`config.mk`:
```
export PLATFORM = sky130hd
export DESIGN_NAME = adc_triple_read_qualifier_flat
export DESIGN_NICKNAME = d
export VERILOG_FILES = /design/src/hdl/atrq_pkg.sv /design/src/hdl/atrq_if.sv /design/src/hdl/atrq_seq.sv /design/src/hdl/adc_triple_read_qualifier.sv /design/src/flat_wrapper.sv
export SDC_FILE = /design/constraint.sdc
export NUM_CORES = 1
export LEC_CHECK = 0
export BUFFER_PORTS_ARGS = -buffer_cell sky130_fd_sc_hd__clkbuf_2
export CORE_AREA = 8 8 349 351
export CTS_BUF_LIST = sky130_fd_sc_hd__clkbuf_4 sky130_fd_sc_hd__clkbuf_8
export DETAILED_ROUTE_END_ITERATION = 16
export DIE_AREA = 0 0 357 359
export GPL_TIMING_DRIVEN = 0
export MAX_ROUTING_LAYER = met4
export PLACE_DENSITY_LB_ADDON = 0.1
export SKIP_CTS_REPAIR_TIMING = 1
export SYNTH_ARGS = -nofsm -noshare
export SYNTH_HDL_FRONTEND = slang
export SYNTH_SLANG_ARGS = --single-unit
```
`constraint.sdc`:
```
create_clock -name i_clk -period 6.9 [get_ports i_clk]
set_clock_uncertainty 0.05 [all_clocks]
set_input_delay 1.38 -clock i_clk [delete_from_list [all_inputs] [get_ports i_clk]]
set_output_delay 1.38 -clock i_clk [all_outputs]
set_load 0.01 [all_outputs]
```
`src/hdl/atrq_pkg.sv`:
```
package atrq_pkg;

    typedef enum logic [2:0] {
        M_INIT  = 3'd0,
        M_START = 3'd1,
        M_READ  = 3'd2,
        M_CHECK = 3'd3,
        M_END   = 3'd4,
        M_WAIT  = 3'd5
    } t_mode;

    typedef enum logic [1:0] {
        ST_BUSY  = 2'd0,
        ST_OK    = 2'd1,
        ST_ERROR = 2'd2
    } t_status;

    typedef enum logic [1:0] {
        ACC_NONE  = 2'd0,
        ACC_START = 2'd1,
        ACC_READ  = 2'd2
    } t_access;

    typedef enum logic [2:0] {
        CFG_TOLERANCE       = 3'd0,
        CFG_READ_GAP        = 3'd1,
        CFG_START_RETRY_GAP = 3'd2,
        CFG_READ_RETRY_GAP  = 3'd3,
        CFG_CHECK_RETRY_GAP = 3'd4,
        CFG_START_RETRY_LIM = 3'd5,
        CFG_READ_RETRY_LIM  = 3'd6,
        CFG_CHECK_RETRY_LIM = 3'd7
    } t_cfg_idx;

    localparam int unsigned CH_MAX = 3;
    localparam logic [8:0] RETRY_MAX = 9'h1FF;
    // ceil(2^17 / 3), exact floor(x / 3) for x below 2^17
    localparam logic [15:0] DIV3_RECIP = 16'd43691;

    typedef struct packed {
        logic [15:0] tolerance;
        logic [15:0] read_gap_ms;
        logic [15:0] start_retry_gap_ms;
        logic [15:0] read_retry_gap_ms;
        logic [15:0] check_retry_gap_ms;
        logic [7:0]  start_retry_limit;
        logic [7:0]  read_retry_limit;
        logic [7:0]  check_retry_limit;
    } t_cfg;

    typedef struct packed {
        logic [2:0]         channel;
        logic [31:0]        now_ms;
        logic               bus_ok;
        logic signed [15:0] sample;
    } t_item;

    typedef struct packed {
        t_status            status;
        logic signed [15:0] average_value;
        t_access            access;
        logic [1:0]         access_channel;
    } t_result;

    function automatic logic signed [15:0] div3(input logic signed [15:0] x);
        logic [16:0] mag;
        logic [32:0] prod;
        logic [15:0] q;
        mag  = x[15] ? (17'd0 - {x[15], x}) : {1'b0, x};
        prod = mag * DIV3_RECIP;
        q    = prod[32:17];
        return x[15] ? $signed(16'd0 - q) : $signed(q);
    endfunction

    function automatic logic [16:0] absdiff(input logic signed [15:0] a,
                                            input logic signed [15:0] b);
        logic [17:0] d;
        d = {{2{a[15]}}, a} - {{2{b[15]}}, b};
        return d[17] ? 17'(18'd0 - d) : d[16:0];
    endfunction

endpackage

```
`src/hdl/atrq_if.sv`:
```
interface atrq_in_if;
    logic               valid;
    logic               ready;
    logic [2:0]         channel;
    logic [31:0]        now_ms;
    logic               bus_ok;
    logic signed [15:0] sample;

    modport source (output valid, channel, now_ms, bus_ok, sample, input ready);
    modport sink   (input valid, channel, now_ms, bus_ok, sample, output ready);
endinterface

interface atrq_out_if;
    logic               valid;
    logic               ready;
    logic [1:0]         status;
    logic signed [15:0] average_value;
    logic [1:0]         access;
    logic [1:0]         access_channel;

    modport source (output valid, status, average_value, access, access_channel,
                    input ready);
    modport sink   (input valid, status, average_value, access, access_channel,
                    output ready);
endinterface

interface atrq_cfg_if;
    logic        valid;
    logic        ready;
    logic [2:0]  index;
    logic [15:0] data;

    modport source (output valid, index, data, input ready);
    modport sink   (input valid, index, data, output ready);
endinterface

```
`src/hdl/atrq_seq.sv`:
```
module atrq_seq #(
    parameter int unsigned CONVERSION_WAIT_MS = 130
) (
    input  logic            i_clk,
    input  logic            i_rst_n,
    input  logic            i_step,
    input  atrq_pkg::t_item i_item,
    input  atrq_pkg::t_cfg  i_cfg,
    output atrq_pkg::t_result o_res
);

    localparam logic [15:0] CONV_WAIT = 16'(CONVERSION_WAIT_MS);

    atrq_pkg::t_mode    r_mode, n_mode;
    atrq_pkg::t_mode    r_resume, n_resume;
    logic [8:0]         r_retry, n_retry;
    logic signed [15:0] r_read [3];
    logic signed [15:0] n_read [3];
    logic signed [15:0] r_third [3];
    logic signed [15:0] n_third [3];
    logic [1:0]         r_idx, n_idx;
    logic [31:0]        r_wait_start, n_wait_start;
    logic [15:0]        r_wait_len, n_wait_len;
    logic               r_failed, n_failed;
    atrq_pkg::t_status  r_held_status, n_held_status;
    logic signed [15:0] r_held_value, n_held_value;

    atrq_pkg::t_access  w_access;
    logic [1:0]         w_access_ch;
    logic               w_ch_ok;
    logic [8:0]         w_retry_inc;
    logic [1:0]         w_widx;
    logic [31:0]        w_elapsed;
    logic               w_agree;
    logic signed [15:0] w_sample_third;

    assign w_ch_ok        = i_item.channel <= 3'(atrq_pkg::CH_MAX);
    assign w_retry_inc    = (r_retry == atrq_pkg::RETRY_MAX) ? r_retry : r_retry + 9'd1;
    assign w_widx         = (r_idx > 2'd2) ? 2'd2 : r_idx;
    assign w_elapsed      = i_item.now_ms - r_wait_start;
    assign w_sample_third = atrq_pkg::div3(i_item.sample);
    assign w_agree = (atrq_pkg::absdiff(r_read[0], r_read[1]) < {1'b0, i_cfg.tolerance})
                  && (atrq_pkg::absdiff(r_read[1], r_read[2]) < {1'b0, i_cfg.tolerance})
                  && (atrq_pkg::absdiff(r_read[0], r_read[2]) < {1'b0, i_cfg.tolerance});

    always_comb begin
        n_mode        = r_mode;
        n_resume      = r_resume;
        n_retry       = r_retry;
        n_read        = r_read;
        n_third       = r_third;
        n_idx         = r_idx;
        n_wait_start  = r_wait_start;
        n_wait_len    = r_wait_len;
        n_failed      = r_failed;
        n_held_status = r_held_status;
        n_held_value  = r_held_value;
        w_access      = atrq_pkg::ACC_NONE;
        w_access_ch   = 2'd0;
        unique case (r_mode)
            atrq_pkg::M_START: begin
                if (w_ch_ok) begin
                    w_access    = atrq_pkg::ACC_START;
                    w_access_ch = i_item.channel[1:0];
                end
                n_wait_start = i_item.now_ms;
                n_mode       = atrq_pkg::M_WAIT;
                if (w_ch_ok && i_item.bus_ok) begin
                    n_retry    = 9'd0;
                    n_wait_len = CONV_WAIT;
                    n_resume   = atrq_pkg::M_READ;
                end else if (r_retry < {1'b0, i_cfg.start_retry_limit}) begin
                    n_retry    = w_retry_inc;
                    n_wait_len = i_cfg.start_retry_gap_ms;
                    n_resume   = atrq_pkg::M_START;
                end else begin
                    n_wait_start = r_wait_start;
                    n_retry      = 9'd0;
                    n_failed     = 1'b1;
                    n_mode       = atrq_pkg::M_END;
                end
            end
            atrq_pkg::M_READ: begin
                w_access = atrq_pkg::ACC_READ;
                n_read[w_widx]  = i_item.bus_ok ? i_item.sample : -16'sd1;
                n_third[w_widx] = i_item.bus_ok ? w_sample_third : 16'sd0;
                if (i_item.bus_ok) begin
                    n_mode = atrq_pkg::M_CHECK;
                end else if (r_retry < {1'b0, i_cfg.read_retry_limit}) begin
                    n_retry      = w_retry_inc;
                    n_wait_start = i_item.now_ms;
                    n_wait_len   = i_cfg.read_retry_gap_ms;
                    n_resume     = atrq_pkg::M_READ;
                    n_mode       = atrq_pkg::M_WAIT;
                end else begin
                    n_retry  = 9'd0;
                    n_failed = 1'b1;
                    n_mode   = atrq_pkg::M_END;
                end
            end
            atrq_pkg::M_CHECK: begin
                if (r_idx >= 2'd2) begin
                    n_idx = 2'd0;
                    if (w_agree) begin
                        n_retry      = 9'd0;
                        n_held_value = r_third[0] + r_third[1] + r_third[2];
                        n_mode       = atrq_pkg::M_END;
                    end else if (r_retry < {1'b0, i_cfg.check_retry_limit}) begin
                        n_retry      = w_retry_inc;
                        n_wait_start = i_item.now_ms;
                        n_wait_len   = i_cfg.check_retry_gap_ms;
                        n_resume     = atrq_pkg::M_READ;
                        n_mode       = atrq_pkg::M_WAIT;
                    end else begin
                        n_retry  = 9'd0;
                        n_failed = 1'b1;
                        n_mode   = atrq_pkg::M_END;
                    end
                end else begin
                    n_idx        = r_idx + 2'd1;
                    n_wait_start = i_item.now_ms;
                    n_wait_len   = i_cfg.read_gap_ms;
                    n_resume     = atrq_pkg::M_READ;
                    n_mode       = atrq_pkg::M_WAIT;
                end
            end
            atrq_pkg::M_END: begin
                n_held_status = r_failed ? atrq_pkg::ST_ERROR : atrq_pkg::ST_OK;
                n_mode        = atrq_pkg::M_INIT;
            end
            atrq_pkg::M_WAIT: begin
                if (w_elapsed > {16'd0, r_wait_len}) begin
                    n_mode = r_resume;
                end
            end
            default: begin
                n_read        = '{-16'sd1, -16'sd1, -16'sd1};
                n_third       = '{16'sd0, 16'sd0, 16'sd0};
                n_retry       = 9'd0;
                n_failed      = 1'b0;
                n_resume      = atrq_pkg::M_INIT;
                n_mode        = atrq_pkg::M_START;
                n_held_status = atrq_pkg::ST_BUSY;
                n_idx         = 2'd0;
            end
        endcase
    end

    always_comb begin
        o_res.status         = n_held_status;
        o_res.average_value  = n_held_value;
        o_res.access         = w_access;
        o_res.access_channel = w_access_ch;
    end

    always_ff @(posedge i_clk) begin
        if (!i_rst_n) begin
            r_mode        <= atrq_pkg::M_INIT;
            r_resume      <= atrq_pkg::M_INIT;
            r_retry       <= 9'd0;
            r_read        <= '{-16'sd1, -16'sd1, -16'sd1};
            r_third       <= '{16'sd0, 16'sd0, 16'sd0};
            r_idx         <= 2'd0;
            r_wait_start  <= 32'd0;
            r_wait_len    <= 16'd0;
            r_failed      <= 1'b0;
            r_held_status <= atrq_pkg::ST_BUSY;
            r_held_value  <= 16'sd0;
        end else if (i_step) begin
            r_mode        <= n_mode;
            r_resume      <= n_resume;
            r_retry       <= n_retry;
            r_read        <= n_read;
            r_third       <= n_third;
            r_idx         <= n_idx;
            r_wait_start  <= n_wait_start;
            r_wait_len    <= n_wait_len;
            r_failed      <= n_failed;
            r_held_status <= n_held_status;
            r_held_value  <= n_held_value;
        end
    end

    a_end_to_init: assert property (@(posedge i_clk) disable iff (!i_rst_n)
        i_step && r_mode == atrq_pkg::M_END |=> r_mode == atrq_pkg::M_INIT
            && (r_held_status == atrq_pkg::ST_OK || r_held_status == atrq_pkg::ST_ERROR))
        else $error("end poll did not settle status");

    a_idx_range: assert property (@(posedge i_clk) disable iff (!i_rst_n)
        r_idx != 2'd3)
        else $error("reading index out of range");

    a_hold_idle: assert property (@(posedge i_clk) disable iff (!i_rst_n)
        !i_step |=> $stable(r_mode) && $stable(r_retry) && $stable(r_held_value))
        else $error("state changed without a poll");

endmodule

```
`src/hdl/adc_triple_read_qualifier.sv`:
```
// Triple-read ADC acquisition qualifier.
//
// i_in carries one poll of the acquisition sequencer per item: channel, the
// millisecond time stamp, the outcome of the poll's bus access and the read
// data. o_out returns exactly one item per poll: held status, last qualified
// average, the bus access the poll stood for and its channel. i_cfg writes
// the eight tuning registers (tolerance, gaps, retry limits) by index; it is
// always ready; the user writes it only while no poll is in flight, unchecked.
//
// A poll passes the input register, then the sequencer step into the result
// register, which raises o_out.valid. Throughput is one poll per cycle while
// the receiver does not stall; the divide by three of each reading is done
// as it is stored, so the check poll only adds.
//
// Reset returns the registers to their defaults and the sequencer to init,
// status busy, average zero. When the receiver stalls, the result register
// holds, the input register still takes one more poll, then i_in.ready drops.
module adc_triple_read_qualifier #(
    parameter int unsigned CONVERSION_WAIT_MS = 130
) (
    input  logic       i_clk,
    input  logic       i_rst_n,
    atrq_in_if.sink    i_in,
    atrq_out_if.source o_out,
    atrq_cfg_if.sink   i_cfg
);

    atrq_pkg::t_cfg    r_cfg;
    atrq_pkg::t_item   r_item;
    logic              r_in_valid;
    atrq_pkg::t_result r_res;
    logic              r_out_valid;
    atrq_pkg::t_result w_res;
    logic              w_step;

    assign w_step      = r_in_valid && (!r_out_valid || o_out.ready);
    assign i_in.ready  = !r_in_valid || w_step;
    assign i_cfg.ready = 1'b1;

    always_ff @(posedge i_clk) begin
        if (!i_rst_n) begin
            r_cfg.tolerance          <= 16'd16;
            r_cfg.read_gap_ms        <= 16'd10;
            r_cfg.start_retry_gap_ms <= 16'd10;
            r_cfg.read_retry_gap_ms  <= 16'd10;
            r_cfg.check_retry_gap_ms <= 16'd10;
            r_cfg.start_retry_limit  <= 8'd3;
            r_cfg.read_retry_limit   <= 8'd3;
            r_cfg.check_retry_limit  <= 8'd3;
        end else if (i_cfg.valid) begin
            unique case (i_cfg.index)
                atrq_pkg::CFG_TOLERANCE:       r_cfg.tolerance          <= i_cfg.data;
                atrq_pkg::CFG_READ_GAP:        r_cfg.read_gap_ms        <= i_cfg.data;
                atrq_pkg::CFG_START_RETRY_GAP: r_cfg.start_retry_gap_ms <= i_cfg.data;
                atrq_pkg::CFG_READ_RETRY_GAP:  r_cfg.read_retry_gap_ms  <= i_cfg.data;
                atrq_pkg::CFG_CHECK_RETRY_GAP: r_cfg.check_retry_gap_ms <= i_cfg.data;
                atrq_pkg::CFG_START_RETRY_LIM: r_cfg.start_retry_limit  <= i_cfg.data[7:0];
                atrq_pkg::CFG_READ_RETRY_LIM:  r_cfg.read_retry_limit   <= i_cfg.data[7:0];
                atrq_pkg::CFG_CHECK_RETRY_LIM: r_cfg.check_retry_limit  <= i_cfg.data[7:0];
                default: ;
            endcase
        end
    end

    // input register
    always_ff @(posedge i_clk) begin
        if (!i_rst_n) begin
            r_in_valid <= 1'b0;
        end else if (i_in.ready) begin
            r_in_valid <= i_in.valid;
        end
    end

    always_ff @(posedge i_clk) begin
        if (i_in.valid && i_in.ready) begin
            r_item.channel <= i_in.channel;
            r_item.now_ms  <= i_in.now_ms;
            r_item.bus_ok  <= i_in.bus_ok;
            r_item.sample  <= i_in.sample;
        end
    end

    atrq_seq #(
        .CONVERSION_WAIT_MS(CONVERSION_WAIT_MS)
    ) u_seq (
        .i_clk  (i_clk),
        .i_rst_n(i_rst_n),
        .i_step (w_step),
        .i_item (r_item),
        .i_cfg  (r_cfg),
        .o_res  (w_res)
    );

    // result register
    always_ff @(posedge i_clk) begin
        if (!i_rst_n) begin
            r_out_valid <= 1'b0;
        end else if (w_step) begin
            r_out_valid <= 1'b1;
        end else if (o_out.ready) begin
            r_out_valid <= 1'b0;
        end
    end

    always_ff @(posedge i_clk) begin
        if (w_step) begin
            r_res <= w_res;
        end
    end

    assign o_out.valid          = r_out_valid;
    assign o_out.status         = r_res.status;
    assign o_out.average_value  = r_res.average_value;
    assign o_out.access         = r_res.access;
    assign o_out.access_channel = r_res.access_channel;

    a_in_hold: assert property (@(posedge i_clk) disable iff (!i_rst_n)
        r_in_valid && !w_step |=> r_in_valid && $stable(r_item))
        else $error("pending item lost");

    a_step_loads: assert property (@(posedge i_clk) disable iff (!i_rst_n)
        w_step |=> r_out_valid)
        else $error("poll result not presented");

    a_no_overrun: assert property (@(posedge i_clk) disable iff (!i_rst_n)
        r_out_valid && !o_out.ready |-> !w_step)
        else $error("result overwritten while stalled");

endmodule
```
`src/flat_wrapper.sv`:
```
// flat-port wrapper written by rule: the top's interface ports become plain ports
module adc_triple_read_qualifier_flat 
#(
    parameter int unsigned CONVERSION_WAIT_MS = 130
)
  (i_clk, i_rst_n, i_in_valid, i_in_channel, i_in_now_ms, i_in_bus_ok, i_in_sample, i_in_ready, o_out_valid, o_out_status, o_out_average_value, o_out_access, o_out_access_channel, o_out_ready, i_cfg_valid, i_cfg_index, i_cfg_data, i_cfg_ready);
  atrq_in_if i_in_i ();
  atrq_out_if o_out_i ();
  atrq_cfg_if i_cfg_i ();
  input  logic i_clk;
  input  logic i_rst_n;
  input wire logic [$bits(i_in_i.valid)-1:0] i_in_valid;
  input wire logic [$bits(i_in_i.channel)-1:0] i_in_channel;
  input wire logic [$bits(i_in_i.now_ms)-1:0] i_in_now_ms;
  input wire logic [$bits(i_in_i.bus_ok)-1:0] i_in_bus_ok;
  input wire logic [$bits(i_in_i.sample)-1:0] i_in_sample;
  output wire logic [$bits(i_in_i.ready)-1:0] i_in_ready;
  output wire logic [$bits(o_out_i.valid)-1:0] o_out_valid;
  output wire logic [$bits(o_out_i.status)-1:0] o_out_status;
  output wire logic [$bits(o_out_i.average_value)-1:0] o_out_average_value;
  output wire logic [$bits(o_out_i.access)-1:0] o_out_access;
  output wire logic [$bits(o_out_i.access_channel)-1:0] o_out_access_channel;
  input wire logic [$bits(o_out_i.ready)-1:0] o_out_ready;
  input wire logic [$bits(i_cfg_i.valid)-1:0] i_cfg_valid;
  input wire logic [$bits(i_cfg_i.index)-1:0] i_cfg_index;
  input wire logic [$bits(i_cfg_i.data)-1:0] i_cfg_data;
  output wire logic [$bits(i_cfg_i.ready)-1:0] i_cfg_ready;
  assign i_in_i.valid = i_in_valid;
  assign i_in_i.channel = i_in_channel;
  assign i_in_i.now_ms = i_in_now_ms;
  assign i_in_i.bus_ok = i_in_bus_ok;
  assign i_in_i.sample = i_in_sample;
  assign i_in_ready = i_in_i.ready;
  assign o_out_valid = o_out_i.valid;
  assign o_out_status = o_out_i.status;
  assign o_out_average_value = o_out_i.average_value;
  assign o_out_access = o_out_i.access;
  assign o_out_access_channel = o_out_i.access_channel;
  assign o_out_i.ready = o_out_ready;
  assign i_cfg_i.valid = i_cfg_valid;
  assign i_cfg_i.index = i_cfg_index;
  assign i_cfg_i.data = i_cfg_data;
  assign i_cfg_ready = i_cfg_i.ready;
  adc_triple_read_qualifier #(.CONVERSION_WAIT_MS(CONVERSION_WAIT_MS)) u_core (.i_clk(i_clk), .i_rst_n(i_rst_n), .i_in(i_in_i), .o_out(o_out_i), .i_cfg(i_cfg_i));
endmodule
```
==> results.py <==
metrics = {
    "finish": {
        "postLayoutCellArea_um2": 33200,
        "drive_above_1_share": 0.136,
        "fin_cells": 5140,
        "mostFrequentLayoutCell": "nand2_1",
        "syn_to_final_growth_pct": 20.0,
        "final_cell_mix": "nand2_1 (414), inv_1 (328), ha_1 (288), dfxtp_1 (284), a21oi_1 (253)",
        "utilization": 0.284,
        "final_nets": 4024,
    },
    "floorplanning": {
        "core_um2": 117000,
        "dieArea_um2": 128000,
        "boundaryPins": 101,
        "die_h_um": 359,
        "die_w_um": 357,
        "start_util": 0.237,
        "num_rows": 126,
    },
    "clocking": {
        "clkSinkCount": 359,
        "cts_tree": "yes",
        "ctsRootBufferMaster": "clkbuf_8",
        "numCtsBuffers": 72,
        "clk_latency_ps": 680,
        "cts_buffer_depth": 3,
        "h-tree-depth": 3,
        "clk_pin_slew_worst_paths_ps": 70,
    },
    "timing": {
        "hold_violations": 0,
        "max_freq_mhz": 132,
        "slew_headroom": 0.288,
        "finalCritPeriodShare": 1.10,
        "rsz0062_at_grt": "true",
        "fin_ws_ps": -659,
        "setup_violations": 45,
        "worstMarginPinSlew_ps": 1070,
        "period_minus_slack_ps": 7560,
        "report.final.slew_viol_count": 0,
        "whs_ps": 403,
    },
    "setup_path": {
        "crit_arrival_ps": 8050,
        "critPathMaxStageDelay_ps": 550,
        "cpMostUsedCell": "inv_1",
        "cp_num_buf_inv": 8,
        "critical_path_class": "reg2reg",
        "crit_family": "adder cells",
        "crit_path_start_kind": "flip-flop",
        "cp-end-kind": "flip-flop",
        "cp_slowest_cell": "fa_1",
        "worst-path-max-fanout": 6,
        "crit_required_ps": 7390,
    },
    "synthesis": {
        "syn_area_per_cell_um2": 8.35,
        "ys_seq_area_frac": 0.287,
        "yosysWarnings": 0,
        "yosysUniqueCellTypes": 92,
        "synth_edf_count": 74,
        "yosys_most_used_dff": "dfxtp_1",
        "synth-seq-cells": 359,
        "async_flop_share": 0,
        "syn_area_um2": 27600,
        "synth_cells": 3313,
    },
    "routing": {
        "drt_iter0_drc": 1271,
        "post_drt_wl_per_cell_um": 18.8,
        "routed_via_density": 4.65,
        "vias": 23900,
        "ant_nets": 0,
        "firstDrtPassIters": 5,
        "wl_um": 96600,
        "drc": 0,
    },
    "placement": {
        "placed_area_um2": 30400,
        "dp.cells": 4944,
        "gp_congestion": 0.815,
        "port_buffers": 89,
        "post-place-ws_ps": -1820,
        "dp_hpwl_um": 77400,
    },
    "global_routing": {
        "grt_antenna_before_repair": 8,
        "grt_first_pass_wirelength_um": 148000,
        "grt-ovfl-total": 0,
        "grt_pass1_vias": 24200,
        "grt_usage": 0.151,
        "grt_max_degree": 53,
    },
    "status": {
        "failed_checks": "negative setup slack",
        "outcome": "complete, but fails checks",
    },
    "power_and_ir_drop": {
        "leakagePower_nw": 13.5,
        "power_density_nw_per_um2": 566,
        "vdd_drop_max_uv": 866,
    },
    "hold_path": {
        "hp-class": "reg2reg",
    },
    "flow_run": {
        "timing.max_cap.violations": 0,
    },
}
worst register-to-register path, delay by kind of cell, from the launching register on:
kind,cells,cell delay (ps)
AO/OA/AOI/OAI,5,900
XOR/XNOR,3,650
adder cells (fa/ha/maj),7,2760
buffers and inverters,8,760
flip-flops,1,510
AND/OR/NAND/NOR,8,1790
cells in the mapped netlist (all sizes together) (8+ instances only):
master | number | share of area
nand2 | 419 | 0.057
inv | 345 | 0.047
ha | 308 | 0.14
dfxtp | 285 | 0.21
a21oi | 254 | 0.046
nor2 | 228 | 0.031
o21ai | 128 | 0.023
nand3 | 124 | 0.022
xnor2 | 123 | 0.039
clkbuf | 114 | 0.016
fa | 97 | 0.070
edfxtp | 74 | 0.080
o211ai | 64 | 0.017
nor3 | 54 | 0.010
o31ai | 53 | 0.014
a211oi | 49 | 0.014
xor2 | 47 | 0.015
a21o | 44 | 0.012
mux2i | 37 | 0.013
and2 | 30 | 0.0068
buf | 30 | 0.0058
nand4 | 30 | 0.0068
a22oi | 29 | 0.0079
nand2b | 26 | 0.0059
nor2b | 25 | 0.0057
a31oi | 23 | 0.0052
o21a | 23 | 0.0062
and3 | 18 | 0.0041
or4 | 16 | 0.0043
mux2 | 15 | 0.0061
nor4 | 15 | 0.0034
o2111ai | 14 | 0.0044
o21bai | 12 | 0.0033
or3 | 11 | 0.0025
a2111oi | 9 | 0.0029
a31o | 9 | 0.0029
o221ai | 9 | 0.0029
a21boi | 8 | 0.0023
a41oi | 8 | 0.0025
or2 | 8 | 0.0019
sequential cells by signal, indices dropped and copies added, names as in the netlist:
name / flops
u_core.o_out.access: 2
u_core.u_seq.r_wait_len: 16
u_core.r_cfg: 104
u_core.u_seq.r_mode: 3
u_core.o_out.access_channel: 2
u_core.u_seq.r_read: 48
u_core.r_item: 52
u_core.o_out.status: 2
u_core.u_seq.r_held_status: 2
u_core.u_seq.r_idx: 2
u_core.u_seq.r_third: 48
u_core.u_seq.r_wait_start: 32
u_core.u_seq.r_resume: 2
u_core.o_out.valid: 1
u_core.o_out.average_value: 16
u_core.u_seq.r_held_value: 16
u_core.u_seq.r_failed: 1
u_core.u_seq.r_retry: 9
u_core.r_in_valid: 1
final timing paths:
path                                        from                      end  slack [ps]  cells past startpoint
worst min register to register  u_core.r_cfg[82]         u_core.r_cfg[82]         400                      2
worst max-delay path            u_core.r_item[4]  u_core.u_seq.r_third[8]        -660                     31
worst min-delay path            u_core.r_cfg[82]         u_core.r_cfg[82]         400                      2
worst max register to register  u_core.r_item[4]  u_core.u_seq.r_third[8]        -660                     31
layout make-up:
class / count / area [um^2]
fill: 12700 / 83500
multi-input combinational: 2469 / 18900
sequential: 359 / 7930
tap: 1536 / 1920
inverter: 346 / 1310
clock buffer: 106 / 1300
timing repair buffer: 155 / 968
buffer: 140 / 593
clock inverter: 23 / 193
antenna: 6 / 15.0
metrics by stage:
step,power [mW],TNS [ps]
after global placement,14.1,-140550
after CTS,16.5,-131240
after detailed placement,14.0,-132350
final,18.8,-22250
after floorplan,10.7,-1110
after global routing,20.5,-37580
power breakdown:
| group | total [mW] | leakage [nW] | internal, mW | switching (mW) |
|---|---|---|---|---|
| registers | 2.29 | 3.03 | 2.23 | 0.0660 |
| clock network | 2.31 | 0.794 | 1.26 | 1.05 |
| logic | 14.2 | 9.70 | 5.91 | 8.25 |
cells by family after synthesis:
group                      synth area share
adders and majority gates             0.210
other                              0.000272
and+or+nand+nor                       0.171
AOI/OAI and AO/OA                     0.189
xor gates and xnor gates             0.0547
muxes                                0.0195
DFF                                   0.287
buffers and inverters                0.0684
per-layer routing:
layer / vias to the layer above / global-route usage / share of wire
li1: 12100 / - / -
met1: 11400 / 0.198 / 0.48
met2: 328 / 0.249 / 0.47
met3: 109 / 0.0179 / 0.030
met4: 0 / 0.0317 / 0.019
met5: - / - / 0
Note: power is estimated with default switching activity, not from simulation.
